<file path="src/sv/encoder_speed_meter_unit_defines.svh">
// Assertion shorthands for the speed meter; clk and rst are taken from the enclosing module.
`ifndef ENCODER_SPEED_METER_UNIT_DEFINES_SVH
`define ENCODER_SPEED_METER_UNIT_DEFINES_SVH

// condition must hold on every cycle
`define ESM_ASSERT_NOW(lbl, c) \
  lbl: assert property (@(posedge clk) disable iff (rst) (c)) \
    else $error("esm assertion failed");

// same-cycle implication
`define ESM_ASSERT_IMP(lbl, a, c) \
  lbl: assert property (@(posedge clk) disable iff (rst) (a) |-> (c)) \
    else $error("esm assertion failed");

// next-cycle implication
`define ESM_ASSERT_NXT(lbl, a, c) \
  lbl: assert property (@(posedge clk) disable iff (rst) (a) |=> (c)) \
    else $error("esm assertion failed");

`endif

</file>
<file path="src/sv/esm_pkg.sv">
`timescale 1ns / 1ps
package esm_pkg;

  localparam int CHANNELS_DEF   = 4;
  localparam int TIME_BITS_DEF  = 32;
  localparam int COUNT_BITS_DEF = 16;

  localparam int ROT_BITS   = 40;
  localparam int SPEED_BITS = 23;
  localparam int CFG_BITS   = 23;
  localparam int GR_BITS    = 10;
  localparam int PPT_BITS   = 8;
  localparam int IDX_BITS   = 2;

  // shared divider: 33-bit dividend covers 6e9, divisor covers gear * ppt * period
  localparam int DVD_BITS   = 33;
  localparam int DVS_BITS   = 50;
  localparam int MUL_A_BITS = 40;
  localparam int MUL_B_BITS = 18;
  localparam int PROD_BITS  = MUL_A_BITS + MUL_B_BITS;

  localparam logic [DVD_BITS-1:0]   CENTI_US_PER_MIN = 33'd6000000000;
  localparam logic [SPEED_BITS-1:0] SPEED_MAX        = 23'd6000000;

  localparam logic [GR_BITS-1:0]    GEAR_RATIO_RST = 10'd80;
  localparam logic [PPT_BITS-1:0]   PPT_RST        = 8'd2;
  localparam logic [SPEED_BITS-1:0] CUTOFF_RST     = 23'd1600;
  localparam logic [SPEED_BITS-1:0] ZERO_RST       = 23'd50;

  localparam logic [1:0] MODE_EDGE = 2'd0;
  localparam logic [1:0] MODE_TICK = 2'd1;
  localparam logic [1:0] MODE_READ = 2'd2;

  localparam logic [IDX_BITS-1:0] CFG_GEAR_RATIO = 2'd0;
  localparam logic [IDX_BITS-1:0] CFG_PPT        = 2'd1;
  localparam logic [IDX_BITS-1:0] CFG_CUTOFF     = 2'd2;
  localparam logic [IDX_BITS-1:0] CFG_ZERO       = 2'd3;

  typedef struct packed {
    logic [1:0]  mode;
    logic [1:0]  channel;
    logic [31:0] timestamp_us;
  } esm_item_t;

  typedef struct packed {
    logic [1:0]            channel_out;
    logic [SPEED_BITS-1:0] speed_centi_rpm;
    logic                  used_window;
    logic                  saturated;
  } esm_result_t;

  typedef enum logic [3:0] {
    S_IDLE,
    S_TICK_CHK,
    S_TICK_DIV,
    S_TICK_MUL,
    S_TICK_WB,
    S_RD_MUL1,
    S_RD_MUL2,
    S_RD_DIVE_GO,
    S_RD_DIVE,
    S_RD_MUL3,
    S_RD_DIVW_GO,
    S_RD_DIVW,
    S_RD_OUT
  } esm_state_t;

  typedef enum logic [1:0] {
    MUL_GR_PPT,
    MUL_GPP_PERIOD,
    MUL_GR_ROT,
    MUL_Q_PPT
  } esm_mul_sel_t;

  typedef enum logic {
    DIV_TICK,
    DIV_SPEED
  } esm_div_sel_t;

  typedef struct packed {
    logic         load_item;
    logic         edge_upd;
    logic         idx_inc;
    logic         rot_max;
    logic         rot_write;
    logic         div_start;
    esm_div_sel_t div_sel;
    logic         mul_load;
    esm_mul_sel_t mul_sel;
    logic         save_edge;
    logic         save_win;
    logic         out_load;
  } esm_cmd_t;

  typedef struct packed {
    logic [1:0] mode;
    logic       ch_ok;
    logic       cnt_zero;
    logic       last_chan;
    logic       div_done;
    logic       out_free;
  } esm_stat_t;

  function automatic logic [SPEED_BITS-1:0] clamp_speed(input logic [DVD_BITS-1:0] q);
    if (q > DVD_BITS'(SPEED_MAX)) begin
      return SPEED_MAX;
    end
    return q[SPEED_BITS-1:0];
  endfunction

endpackage

</file>
<file path="src/sv/esm_div.sv">
`timescale 1ns / 1ps
module esm_div
  import esm_pkg::*;
(
  input  logic                clk,
  input  logic                rst,
  input  logic                start,
  input  logic [DVD_BITS-1:0] dividend,
  input  logic [DVS_BITS-1:0] divisor,
  output logic [DVD_BITS-1:0] quotient,
  output logic                div_zero,
  output logic                done
);

  localparam int CNT_W = $clog2(DVD_BITS);

  logic [DVS_BITS-1:0] dvs;
  logic [DVD_BITS-1:0] rem;
  logic [DVD_BITS-1:0] quo;
  logic [CNT_W-1:0]    cnt;
  logic                busy;

  logic [DVD_BITS:0]   rem_sh;
  logic [DVD_BITS:0]   diff;
  logic                ge;

  // restoring radix-2 step; quo shifts dividend bits out and quotient bits in
  assign rem_sh = {rem, quo[DVD_BITS-1]};
  assign ge     = {{(DVS_BITS-DVD_BITS-1){1'b0}}, rem_sh} >= dvs;
  assign diff   = rem_sh - dvs[DVD_BITS:0];

  assign quotient = quo;

  always_ff @(posedge clk) begin
    if (rst) begin
      busy <= 1'b0;
      done <= 1'b0;
    end else begin
      done <= 1'b0;
      if (start) begin
        busy <= 1'b1;
      end else if (busy && cnt == '0) begin
        busy <= 1'b0;
        done <= 1'b1;
      end
    end
  end

  always_ff @(posedge clk) begin
    if (start) begin
      dvs      <= divisor;
      rem      <= '0;
      quo      <= dividend;
      cnt      <= CNT_W'(DVD_BITS - 1);
      div_zero <= (divisor == '0);
    end else if (busy) begin
      rem <= ge ? diff[DVD_BITS-1:0] : rem_sh[DVD_BITS-1:0];
      quo <= {quo[DVD_BITS-2:0], ge};
      cnt <= cnt - 1'b1;
    end
  end

endmodule

</file>
<file path="src/sv/esm_dpath.sv">
`timescale 1ns / 1ps
module esm_dpath
  import esm_pkg::*;
#(
  parameter int CHANNELS   = CHANNELS_DEF,
  parameter int TIME_BITS  = TIME_BITS_DEF,
  parameter int COUNT_BITS = COUNT_BITS_DEF
) (
  input  logic                clk,
  input  logic                rst,
  input  logic                cfg_we,
  input  logic [IDX_BITS-1:0] cfg_index,
  input  logic [CFG_BITS-1:0] cfg_data,
  input  esm_item_t           in_data,
  output logic                out_valid,
  input  logic                out_stall,
  output esm_result_t         out_data,
  input  esm_cmd_t            cmd,
  output esm_stat_t           stat
);

  localparam int CH_W = (CHANNELS > 1) ? $clog2(CHANNELS) : 1;
  localparam logic [COUNT_BITS-1:0] COUNT_MAX = '1;

  logic [GR_BITS-1:0]    gear_ratio;
  logic [PPT_BITS-1:0]   pulses_per_turn;
  logic [SPEED_BITS-1:0] cutoff_centi_rpm;
  logic [SPEED_BITS-1:0] zero_centi_rpm;

  logic [TIME_BITS-1:0]  latest_edge_time   [CHANNELS];
  logic [TIME_BITS-1:0]  previous_edge_time [CHANNELS];
  logic [COUNT_BITS-1:0] pulse_count        [CHANNELS];
  logic [TIME_BITS-1:0]  window_start_time  [CHANNELS];
  logic [ROT_BITS-1:0]   rotation_time      [CHANNELS];

  logic [TIME_BITS-1:0]  ts;
  logic [1:0]            rd_channel;
  logic [CH_W-1:0]       idx;
  logic [PROD_BITS-1:0]  prod;
  logic [SPEED_BITS-1:0] spd_e;
  logic [SPEED_BITS-1:0] spd_w;
  logic                  sat_e;
  logic                  sat_w;

  logic [CH_W-1:0]       addr;
  logic [TIME_BITS-1:0]  ts_in;
  logic [TIME_BITS-1:0]  period;
  logic [TIME_BITS-1:0]  elapsed;
  logic [MUL_A_BITS-1:0] mul_a;
  logic [MUL_B_BITS-1:0] mul_b;
  logic [PROD_BITS-1:0]  mul_p;
  logic [DVD_BITS-1:0]   div_dvd;
  logic [DVS_BITS-1:0]   div_dvs;
  logic [DVD_BITS-1:0]   div_q;
  logic                  div_zero;
  logic                  div_done;
  logic                  use_win;
  logic [SPEED_BITS-1:0] pick_speed;
  logic                  pick_sat;

  // edges write at the incoming channel, everything else at the held index
  assign addr    = cmd.load_item ? CH_W'(in_data.channel) : idx;
  assign ts_in   = in_data.timestamp_us[TIME_BITS-1:0];
  assign period  = latest_edge_time[idx] - previous_edge_time[idx];
  assign elapsed = ts - window_start_time[idx];

  always_ff @(posedge clk) begin
    if (rst) begin
      gear_ratio       <= GEAR_RATIO_RST;
      pulses_per_turn  <= PPT_RST;
      cutoff_centi_rpm <= CUTOFF_RST;
      zero_centi_rpm   <= ZERO_RST;
    end else if (cfg_we) begin
      case (cfg_index)
        CFG_GEAR_RATIO: gear_ratio       <= cfg_data[GR_BITS-1:0];
        CFG_PPT:        pulses_per_turn  <= cfg_data[PPT_BITS-1:0];
        CFG_CUTOFF:     cutoff_centi_rpm <= cfg_data;
        CFG_ZERO:       zero_centi_rpm   <= cfg_data;
        default: ;
      endcase
    end
  end

  always_ff @(posedge clk) begin
    if (rst) begin
      for (int i = 0; i < CHANNELS; i++) begin
        latest_edge_time[i]   <= '0;
        previous_edge_time[i] <= '0;
        pulse_count[i]        <= '0;
        window_start_time[i]  <= '0;
        rotation_time[i]      <= '0;
      end
    end else begin
      if (cmd.edge_upd) begin
        previous_edge_time[addr] <= latest_edge_time[addr];
        latest_edge_time[addr]   <= ts_in;
        if (pulse_count[addr] != COUNT_MAX) begin
          pulse_count[addr] <= pulse_count[addr] + 1'b1;
        end
      end
      if (cmd.rot_max) begin
        rotation_time[addr] <= '1;
      end
      if (cmd.rot_write) begin
        rotation_time[addr]     <= prod[ROT_BITS-1:0];
        pulse_count[addr]       <= '0;
        window_start_time[addr] <= ts;
      end
    end
  end

  always_ff @(posedge clk) begin
    if (cmd.load_item) begin
      ts         <= ts_in;
      rd_channel <= in_data.channel;
      idx        <= (in_data.mode == MODE_TICK) ? '0 : CH_W'(in_data.channel);
    end else if (cmd.idx_inc) begin
      idx <= idx + 1'b1;
    end
  end

  always_comb begin
    case (cmd.mul_sel)
      MUL_GR_PPT: begin
        mul_a = MUL_A_BITS'(gear_ratio);
        mul_b = MUL_B_BITS'(pulses_per_turn);
      end
      MUL_GPP_PERIOD: begin
        mul_a = MUL_A_BITS'(period);
        mul_b = prod[MUL_B_BITS-1:0];
      end
      MUL_GR_ROT: begin
        mul_a = rotation_time[idx];
        mul_b = MUL_B_BITS'(gear_ratio);
      end
      MUL_Q_PPT: begin
        mul_a = MUL_A_BITS'(div_q);
        mul_b = MUL_B_BITS'(pulses_per_turn);
      end
      default: begin
        mul_a = '0;
        mul_b = '0;
      end
    endcase
  end

  assign mul_p = mul_a * mul_b;

  always_ff @(posedge clk) begin
    if (cmd.mul_load) begin
      prod <= mul_p;
    end
  end

  always_comb begin
    case (cmd.div_sel)
      DIV_TICK: begin
        div_dvd = DVD_BITS'(elapsed);
        div_dvs = DVS_BITS'(pulse_count[idx]);
      end
      DIV_SPEED: begin
        div_dvd = CENTI_US_PER_MIN;
        div_dvs = prod[DVS_BITS-1:0];
      end
      default: begin
        div_dvd = '0;
        div_dvs = '0;
      end
    endcase
  end

  esm_div u_div (
    .clk      (clk),
    .rst      (rst),
    .start    (cmd.div_start),
    .dividend (div_dvd),
    .divisor  (div_dvs),
    .quotient (div_q),
    .div_zero (div_zero),
    .done     (div_done)
  );

  // zero divisor leaves an all-ones quotient, which clamps to the maximum
  always_ff @(posedge clk) begin
    if (cmd.save_edge) begin
      spd_e <= clamp_speed(div_q);
      sat_e <= div_zero;
    end
    if (cmd.save_win) begin
      spd_w <= clamp_speed(div_q);
      sat_w <= div_zero;
    end
  end

  assign use_win    = spd_w < cutoff_centi_rpm;
  assign pick_speed = use_win ? spd_w : spd_e;
  assign pick_sat   = use_win ? sat_w : sat_e;

  always_ff @(posedge clk) begin
    if (rst) begin
      out_valid <= 1'b0;
    end else if (cmd.out_load) begin
      out_valid <= 1'b1;
    end else if (!out_stall) begin
      out_valid <= 1'b0;
    end
  end

  always_ff @(posedge clk) begin
    if (cmd.out_load) begin
      out_data.channel_out <= rd_channel;
      out_data.used_window <= use_win;
      if (pick_speed < zero_centi_rpm) begin
        out_data.speed_centi_rpm <= '0;
        out_data.saturated       <= 1'b0;
      end else begin
        out_data.speed_centi_rpm <= pick_speed;
        out_data.saturated       <= pick_sat;
      end
    end
  end

  assign stat.mode      = in_data.mode;
  assign stat.ch_ok     = int'(in_data.channel) < CHANNELS;
  assign stat.cnt_zero  = pulse_count[idx] == '0;
  assign stat.last_chan = idx == CH_W'(CHANNELS - 1);
  assign stat.div_done  = div_done;
  assign stat.out_free  = !out_valid || !out_stall;

endmodule

</file>
<file path="src/sv/esm_ctrl.sv">
`timescale 1ns / 1ps
module esm_ctrl
  import esm_pkg::*;
(
  input  logic      clk,
  input  logic      rst,
  input  logic      in_valid,
  output logic      in_stall,
  input  esm_stat_t stat,
  output esm_cmd_t  cmd
);

  esm_state_t state;
  esm_state_t state_next;
  logic       accept;

  assign in_stall = state != S_IDLE;
  assign accept   = in_valid && state == S_IDLE;

  always_ff @(posedge clk) begin
    if (rst) begin
      state <= S_IDLE;
    end else begin
      state <= state_next;
    end
  end

  always_comb begin
    state_next = state;
    case (state)
      S_IDLE: begin
        if (accept && stat.mode == MODE_TICK) begin
          state_next = S_TICK_CHK;
        end else if (accept && stat.mode == MODE_READ && stat.ch_ok) begin
          state_next = S_RD_MUL1;
        end
      end
      S_TICK_CHK: begin
        if (!stat.cnt_zero) begin
          state_next = S_TICK_DIV;
        end else if (stat.last_chan) begin
          state_next = S_IDLE;
        end
      end
      S_TICK_DIV: begin
        if (stat.div_done) begin
          state_next = S_TICK_MUL;
        end
      end
      S_TICK_MUL:   state_next = S_TICK_WB;
      S_TICK_WB:    state_next = stat.last_chan ? S_IDLE : S_TICK_CHK;
      S_RD_MUL1:    state_next = S_RD_MUL2;
      S_RD_MUL2:    state_next = S_RD_DIVE_GO;
      S_RD_DIVE_GO: state_next = S_RD_DIVE;
      S_RD_DIVE: begin
        if (stat.div_done) begin
          state_next = S_RD_MUL3;
        end
      end
      S_RD_MUL3:    state_next = S_RD_DIVW_GO;
      S_RD_DIVW_GO: state_next = S_RD_DIVW;
      S_RD_DIVW: begin
        if (stat.div_done) begin
          state_next = S_RD_OUT;
        end
      end
      S_RD_OUT: begin
        if (stat.out_free) begin
          state_next = S_IDLE;
        end
      end
      default: state_next = S_IDLE;
    endcase
  end

  always_comb begin
    cmd         = '0;
    cmd.div_sel = DIV_SPEED;
    cmd.mul_sel = MUL_GR_PPT;
    case (state)
      S_IDLE: begin
        cmd.load_item = accept;
        cmd.edge_upd  = accept && stat.mode == MODE_EDGE && stat.ch_ok;
      end
      S_TICK_CHK: begin
        if (stat.cnt_zero) begin
          cmd.rot_max = 1'b1;
          cmd.idx_inc = !stat.last_chan;
        end else begin
          cmd.div_start = 1'b1;
          cmd.div_sel   = DIV_TICK;
        end
      end
      S_TICK_MUL: begin
        cmd.mul_load = 1'b1;
        cmd.mul_sel  = MUL_Q_PPT;
      end
      S_TICK_WB: begin
        cmd.rot_write = 1'b1;
        cmd.idx_inc   = !stat.last_chan;
      end
      S_RD_MUL1: begin
        cmd.mul_load = 1'b1;
        cmd.mul_sel  = MUL_GR_PPT;
      end
      S_RD_MUL2: begin
        cmd.mul_load = 1'b1;
        cmd.mul_sel  = MUL_GPP_PERIOD;
      end
      S_RD_DIVE_GO: cmd.div_start = 1'b1;
      S_RD_DIVE:    cmd.save_edge = stat.div_done;
      S_RD_MUL3: begin
        cmd.mul_load = 1'b1;
        cmd.mul_sel  = MUL_GR_ROT;
      end
      S_RD_DIVW_GO: cmd.div_start = 1'b1;
      S_RD_DIVW:    cmd.save_win  = stat.div_done;
      S_RD_OUT:     cmd.out_load  = stat.out_free;
      default: ;
    endcase
  end

endmodule

</file>
<file path="src/sv/encoder_speed_meter_unit.sv">
// Encoder speed meter: four (CHANNELS) encoder channels, one item at a time. An edge item
// is absorbed while idle, without leaving the idle state. A window tick walks the channels
// one by one: a channel with no pulses only gets its rotation time set to all ones, and one
// with pulses goes through the 33-step radix-2 divider, one multiply and a write-back. A read
// makes two passes through the shared serial divider (edge speed and window speed) and three
// multiplies, plus any wait for the output register to be taken. in_stall stays high while
// an item is in progress; a finished reading sits in the output register so the next item can
// be taken while it waits for transfer.
`timescale 1ns / 1ps
`include "encoder_speed_meter_unit_defines.svh"
module encoder_speed_meter_unit
  import esm_pkg::*;
#(
  parameter int CHANNELS   = CHANNELS_DEF,
  parameter int TIME_BITS  = TIME_BITS_DEF,
  parameter int COUNT_BITS = COUNT_BITS_DEF
) (
  input  logic                clk,
  input  logic                rst,
  input  logic                cfg_we,
  input  logic [IDX_BITS-1:0] cfg_index,
  input  logic [CFG_BITS-1:0] cfg_data,
  input  logic                in_valid,
  output logic                in_stall,
  input  esm_item_t           in_data,
  output logic                out_valid,
  input  logic                out_stall,
  output esm_result_t         out_data
);

  esm_cmd_t  cmd;
  esm_stat_t stat;

  esm_ctrl u_ctrl (
    .clk      (clk),
    .rst      (rst),
    .in_valid (in_valid),
    .in_stall (in_stall),
    .stat     (stat),
    .cmd      (cmd)
  );

  esm_dpath #(
    .CHANNELS   (CHANNELS),
    .TIME_BITS  (TIME_BITS),
    .COUNT_BITS (COUNT_BITS)
  ) u_dpath (
    .clk       (clk),
    .rst       (rst),
    .cfg_we    (cfg_we),
    .cfg_index (cfg_index),
    .cfg_data  (cfg_data),
    .in_data   (in_data),
    .out_valid (out_valid),
    .out_stall (out_stall),
    .out_data  (out_data),
    .cmd       (cmd),
    .stat      (stat)
  );

  `ESM_ASSERT_IMP(a_no_overwrite, cmd.out_load, !out_valid || !out_stall)
  `ESM_ASSERT_NXT(a_load_shows, cmd.out_load, out_valid)
  `ESM_ASSERT_NOW(a_one_state_write, $onehot0({cmd.edge_upd, cmd.rot_max, cmd.rot_write}))
  `ESM_ASSERT_NXT(a_busy_after_read, cmd.load_item && stat.mode == MODE_READ && stat.ch_ok, in_stall)

endmodule
</file>
<file path="config.mk">
export PLATFORM = sky130hd
export DESIGN_NAME = encoder_speed_meter_unit
export DESIGN_NICKNAME = d
export VERILOG_FILES = /design/src/sv/esm_pkg.sv /design/src/sv/esm_div.sv /design/src/sv/esm_dpath.sv /design/src/sv/esm_ctrl.sv /design/src/sv/encoder_speed_meter_unit.sv
export VERILOG_INCLUDE_DIRS = /design/src /design/src/sv
export SDC_FILE = /design/constraint.sdc
export NUM_CORES = 2
export LEC_CHECK = 0
export BUFFER_PORTS_ARGS = -buffer_cell sky130_fd_sc_hd__clkbuf_2
export CAP_MARGIN = 15
export CORE_ASPECT_RATIO = 0.5
export CORE_MARGIN = 1.5
export CORE_UTILIZATION = 50
export CTS_BUF_LIST = sky130_fd_sc_hd__clkbuf_2
export CTS_CLUSTER_DIAMETER = 100
export CTS_CLUSTER_SIZE = 25
export DETAILED_ROUTE_END_ITERATION = 6
export PLACE_DENSITY = 0.65
export SLEW_MARGIN = 5
export SYNTH_ARGS = -nofsm -noshare
export SYNTH_HDL_FRONTEND = slang
export SYNTH_HIERARCHICAL = 1
export SYNTH_SLANG_ARGS = --single-unit
</file>
<file path="constraint.sdc">
create_clock -name clk -period 12.1 [get_ports clk]
set_clock_uncertainty 0.1 [all_clocks]
set_input_delay 1.21 -clock clk [delete_from_list [all_inputs] [get_ports clk]]
set_output_delay 1.21 -clock clk [all_outputs]
set_load 0.05 [all_outputs]
</file>
# Yosys cells after proc, flatten, opt, wreduce, memory -nomap -nowiden
# Memory sizes are Yosys's and may differ from the RTL's. A register that Yosys moved wholly into a read port is not among the register bits.
# Cells that the tools add are included.
# word_totals
reg_bits,355
mem_bits_rw,608
inputBits,66
output_inout_bits,29
word_cells,189
mem_count,5
# mem_list
name,depth,word_bits,read_ports,rd_clocked_by_memory_dff,wr,line,source
u_dpath.rotation_time,4,40,1,1,4,esm_dpath.sv:34,logic [ROT_BITS-1:0] rotation_time [CHANNELS];
u_dpath.latest_edge_time,4,32,2,1,4,esm_dpath.sv:30,logic [TIME_BITS-1:0] latest_edge_time [CHANNELS];
u_dpath.previous_edge_time,4,32,1,1,4,esm_dpath.sv:31,logic [TIME_BITS-1:0] previous_edge_time [CHANNELS];
u_dpath.window_start_time,4,32,1,1,4,esm_dpath.sv:33,logic [TIME_BITS-1:0] window_start_time [CHANNELS];
u_dpath.pulse_count,4,16,2,1,4,esm_dpath.sv:32,logic [COUNT_BITS-1:0] pulse_count [CHANNELS];
# op_classes
add_sub_neg,6
multipliers,1
magnitude_cmp,4
n_eq_ne,29
mux,83
bitwise_logic,3
n_reduce_logical,33
# ops
operator,count
40-bit case mux with 4 select lines,1
50-bit case mux with 2 select lines,1
33-bit two-way mux,3
32-bit two-way mux,3
32-bit OR reduction,3
23-bit two-way mux,4
40-bit two-way mux,2
33-bit case mux with 2 select lines,1
32-bit subtractor,2
18-bit case mux with 3 select lines,1
4-bit case mux with 13 select lines,1
34-bit by 50-bit >= comparator with 1-bit output,1
50-bit logical NOT,1
40-bit by 18-bit multiplier with 50-bit output,1
23-bit < comparator,2
40-bit OR reduction,1
1-bit two-way mux,36
2-bit two-way mux,17
33-bit by 23-bit > comparator with 1-bit output (second input constant),1
33-bit subtractor,1
16-bit two-way mux,2
4-bit two-way mux,8
4-bit == test (second input constant),5
16-bit by 1-bit adder with 16-bit output (second input constant),1
27 further kinds,60

# Depth between registers and ports, before layout
# An unclocked memory read counts as a cell.
# depth
word_depth,14
ltp_mapped,44
ltp_nobuf,35

# Modules after synthesis
# Netlist, hierarchy kept.
# modules_own_cells
module,n_inst,cells_per_inst,area_per_inst_um2,seq_area_each_um2
esm_dpath,1,5731,62476.2,24433.4
esm_div,1,615,6555.0,3343.2
esm_ctrl,1,73,610.6,80.1

# Least setup slack after synthesis
# Ideal clock, no wire load.
# synth_path
kind,reg2reg
start,register (tool-made name)
end,"register u_dpath.prod[46], data pin"
arrival_time_ns,10.405
required_time_ns,11.735
setup_slack_ns,1.330
path_stages_with_launch,40
period_less_slack_ns,10.770
path_cell_list,dfxtp_1 -> clkbuf_1 -> buf_4 -> buf_4 -> buf_4 -> buf_4 -> buf_2 -> buf_2 -> mux4_2 -> ha_1 -> fa_1 -> nand2b_1 -> a21oi_1 -> o311a_1 -> o31ai_4 -> a211oi_2 -> a221oi_2 -> a21oi_1 -> [4 not listed] -> inv_1 -> fa_1 -> fa_1 -> inv_1 -> fa_1 -> fa_1 -> inv_1 -> fa_1 -> inv_1 -> ha_1 -> nand4_1 -> a2111oi_0 -> o221ai_1 -> a31oi_1 -> a221oi_2 -> o31ai_1 -> nor4b_1 -> or3_1
# synth_lines
item,line,source
end signal: assignment,esm_dpath.sv:151,prod <= mul_p;
end: declaration,esm_dpath.sv:39,logic [PROD_BITS-1:0] prod;

==> qor.yml <==
synth_nets: 7314
clock_latency_ns: 1.59
initial_core_util_pct: 50.6
critPathMaxFanout: 18
syn-cell-area_sq_um: 69600
max-vdd-ir-drop_v: 0.000156
cp-start-kind: "flip-flop"
grt_pass1_vias: 49600
firstDrtPassIters: 6
syn_inst: 6419
criticalPathCategory: "flip-flop to flip-flop"
port_buffers: 94
drt-total-wl_mm: 225
top_level_ports: 95
yosysTopAreaCell: "edfxtp_1"
final_core_util_pct: 53.5
finalCritPeriodShare_pct: 94.5
wl_per_cell_um: 26.9
drive_above_1_share_pct: 10.5
rsz0062_at_grt: "no"
avgViaCountPerCell: 6.02
crit_top_cell: "fa_1"
status: "finished, final reports clean"
hold_path_class: "input pin to flip-flop"
synth_seq_cells: 965
yosys-top-cells-area: "edfxtp_1, fa_1, mux4_2"
slowest_delay_ns: 0.67
core-area_sq_um: 138000
antenna_left: 0
cp.arrival_ns: 12.59
clock_tree.buffer_depth: 3
placed_cell_area_sq_um: 72500
slew_viol_final: 0
async_flop_share_pct: 0
leakage_nw: 30.9
dpl.hpwl_mm: 166
rows: 96
grt_usage_pct: 31.7
antenna_found_initial: 14
cp_data_required_time_ns: 13.26
crit_path_end_kind: "flip-flop"
clkTransAtPathRegs_ns: 0.46
area_delta_synth_final_pct: 5.84
htreeDepth: 2
synth-edff-count: 853
avgSynthCellArea_sq_um: 10.8
grt_max_degree: 121
cts_tree: "done"
numCtsBuffers: 46
finalSetupTns_ns: 0
yosysWarnings: 6
yosysTopAreaCellShare_pct: 36.8
vias: 50300
drv_cap: 0
power_density_nw_per_um2: 171
nets: 7346
root_buffer: "clkbuf_2"
hold_viol_final: 0
ys_seq_area_share_pct: 40.0
max_freq_mhz: 87.5
critPathSlowestCell: "dfxtp_4"
drt-initial-drc-count: 6214
tightest_slew_ns: 1.20
overflow: 0
setup_viol: 0
drc_errors: 0
dieArea_sq_um: 142000
synth_flop_cell: "edfxtp_1"
cts_sinks: 965
fp.dieW_um: 531
slew_headroom_pct: 19.7
grt_pass1_wl_mm: 329
final_cell_area_sq_um: 73700
fin_crit_ns: 11.43
synth_cell_type_count: 110
gp_congestion: 1.04
die_y_um: 267
==> where the power goes <==
part	internal, mW	switching (mW)
Combinational	2.34	4.27
Sequential	4.22	0.532
Clock	0.183	1.05
Total	6.74	5.85
==> layout make-up <==
| cell class | count | area, sq um |
|---|---|---|
| antenna | 15 | 37.5 |
| sequential | 965 | 27900 |
| inverter | 903 | 3390 |
| fill | 12200 | 63900 |
| multi-input combinational | 4208 | 37200 |
| clock inverter | 7 | 98.8 |
| timing repair buffer | 327 | 2420 |
| tap | 1862 | 2330 |
| clock buffer | 77 | 385 |
==> state kept, by name, summed over array words and instances, names as in the netlist, 2 cells and up, named ones only <==
signal / count
u_ctrl/state: 4
u_dpath/cutoff_centi_rpm: 23
u_dpath/gear_ratio: 10
u_dpath/idx: 2
u_dpath/latest_edge_time: 128
u_dpath/out_data: 27
u_dpath/previous_edge_time: 128
u_dpath/prod: 50
u_dpath/pulse_count: 64
u_dpath/pulses_per_turn: 8
u_dpath/rd_channel: 2
u_dpath/rotation_time: 160
u_dpath/spd_e: 23
u_dpath/spd_w: 23
u_dpath/ts: 32
u_dpath/u_div/cnt: 6
u_dpath/u_div/dvs: 50
u_dpath/u_div/quotient: 33
u_dpath/u_div/rem: 33
u_dpath/window_start_time: 128
u_dpath/zero_centi_rpm: 23
==> logic make-up after synthesis <==
| family | share of synthesized area (%) |
|---|---|
| muxes | 7.67 |
| and+or+nand+nor | 14.9 |
| xor gates and xnor gates | 1.75 |
| AOI/OAI and AO/OA | 7.45 |
| other | 0.00538 |
| DFF | 40.0 |
| buffers and inverters | 7.01 |
| adders and majority gates | 21.2 |
==> Yosys cell counts, types with 30 or more instances <==
cell type and number:
o21a_1 53, nor2b_1 30, o21ai_0 128, ha_1 244, a211oi_1 41, and3_1 236
dfxtp_1 112, xor2_1 54, mux2i_1 62, nor3_1 62, xnor2_1 85, nand2_1 688
mux2_2 34, nor2_1 547, a21o_1 74, nand3_1 68, inv_1 900, edfxtp_1 853
nand2b_1 68, nor4_1 32, a21oi_1 255, fa_1 585, clkbuf_1 253, and2_1 313
buf_2 45, mux4_2 191
==> layout by cell type (no fill, tap or decap), types with 168 or more instances in the layout <==
master,synthesis,routed
nand2_1,688,684
fa_1,585,585
mux4_2,191,191
nor2_1,547,538
and2_1,313,313
clkbuf_2,1,171
and3_1,236,236
ha_1,244,241
buf_4,12,168
edfxtp_1,853,853
inv_1,900,900
a21oi_1,255,255
==> through the flow <==
step           power [mW]  setup slack, ns  hold slack (ns)  cells
5_1_grt              13.2            0.161           0.0733   8354
2_1_floorplan        8.86             1.33            0.300   6419
3_5_place_dp         11.2             1.04            0.316   8201
4_1_cts              12.5            0.766          0.00519   8346
6_report             12.6            0.668           0.0830   8364
3_3_place_gp         11.1             1.20            0.303   8201
==> metal layers <==
metal | routed length, um | share of wire (%) | track usage [%]
met1 | 95100 | 42 | 46.1
met2 | 95700 | 43 | 46.7
met3 | 27200 | 12 | 8.75
met4 | 6620 | 2.9 | 8.03
met5 | 41 | 0.018 | 0
==> what timing repair did <==
action | CTS | global route
endpoints found under the hold margin | 232 | 0
buffers inserted | 0 | 0
gates resized for setup | 0 | 0
hold buffers | 61 | 0
==> worst max-delay path: cells and delay by family, from the launching register on <==
family / cells / cell delay (ns)
AO/OA/AOI/OAI: 12 / 4.35
adder cells (fa/ha/maj): 9 / 4.08
multiplexers: 1 / 0.55
AND/OR/NAND/NOR: 5 / 0.96
buffers and inverters: 5 / 0.40
flip-flops: 1 / 0.67
==> worst paths after layout <==
kind              slack (ns)  depth (start not counted)                                       to                                    start
setup / recovery        0.67                         32               u_dpath/prod[46]$_DFFE_PP_                                flip-flop
hold / removal          0.08                          5  u_dpath/pulses_per_turn[4]$_SDFFE_PP0P_                                   cfg_we
setup reg to reg        0.67                         32               u_dpath/prod[46]$_DFFE_PP_                                flip-flop
hold reg to reg         0.37                          2  u_dpath/zero_centi_rpm[22]$_SDFFE_PP0P_  u_dpath/zero_centi_rpm[22]$_SDFFE_PP0P_
No activity file was read; power rests on OpenSTA's default activity.
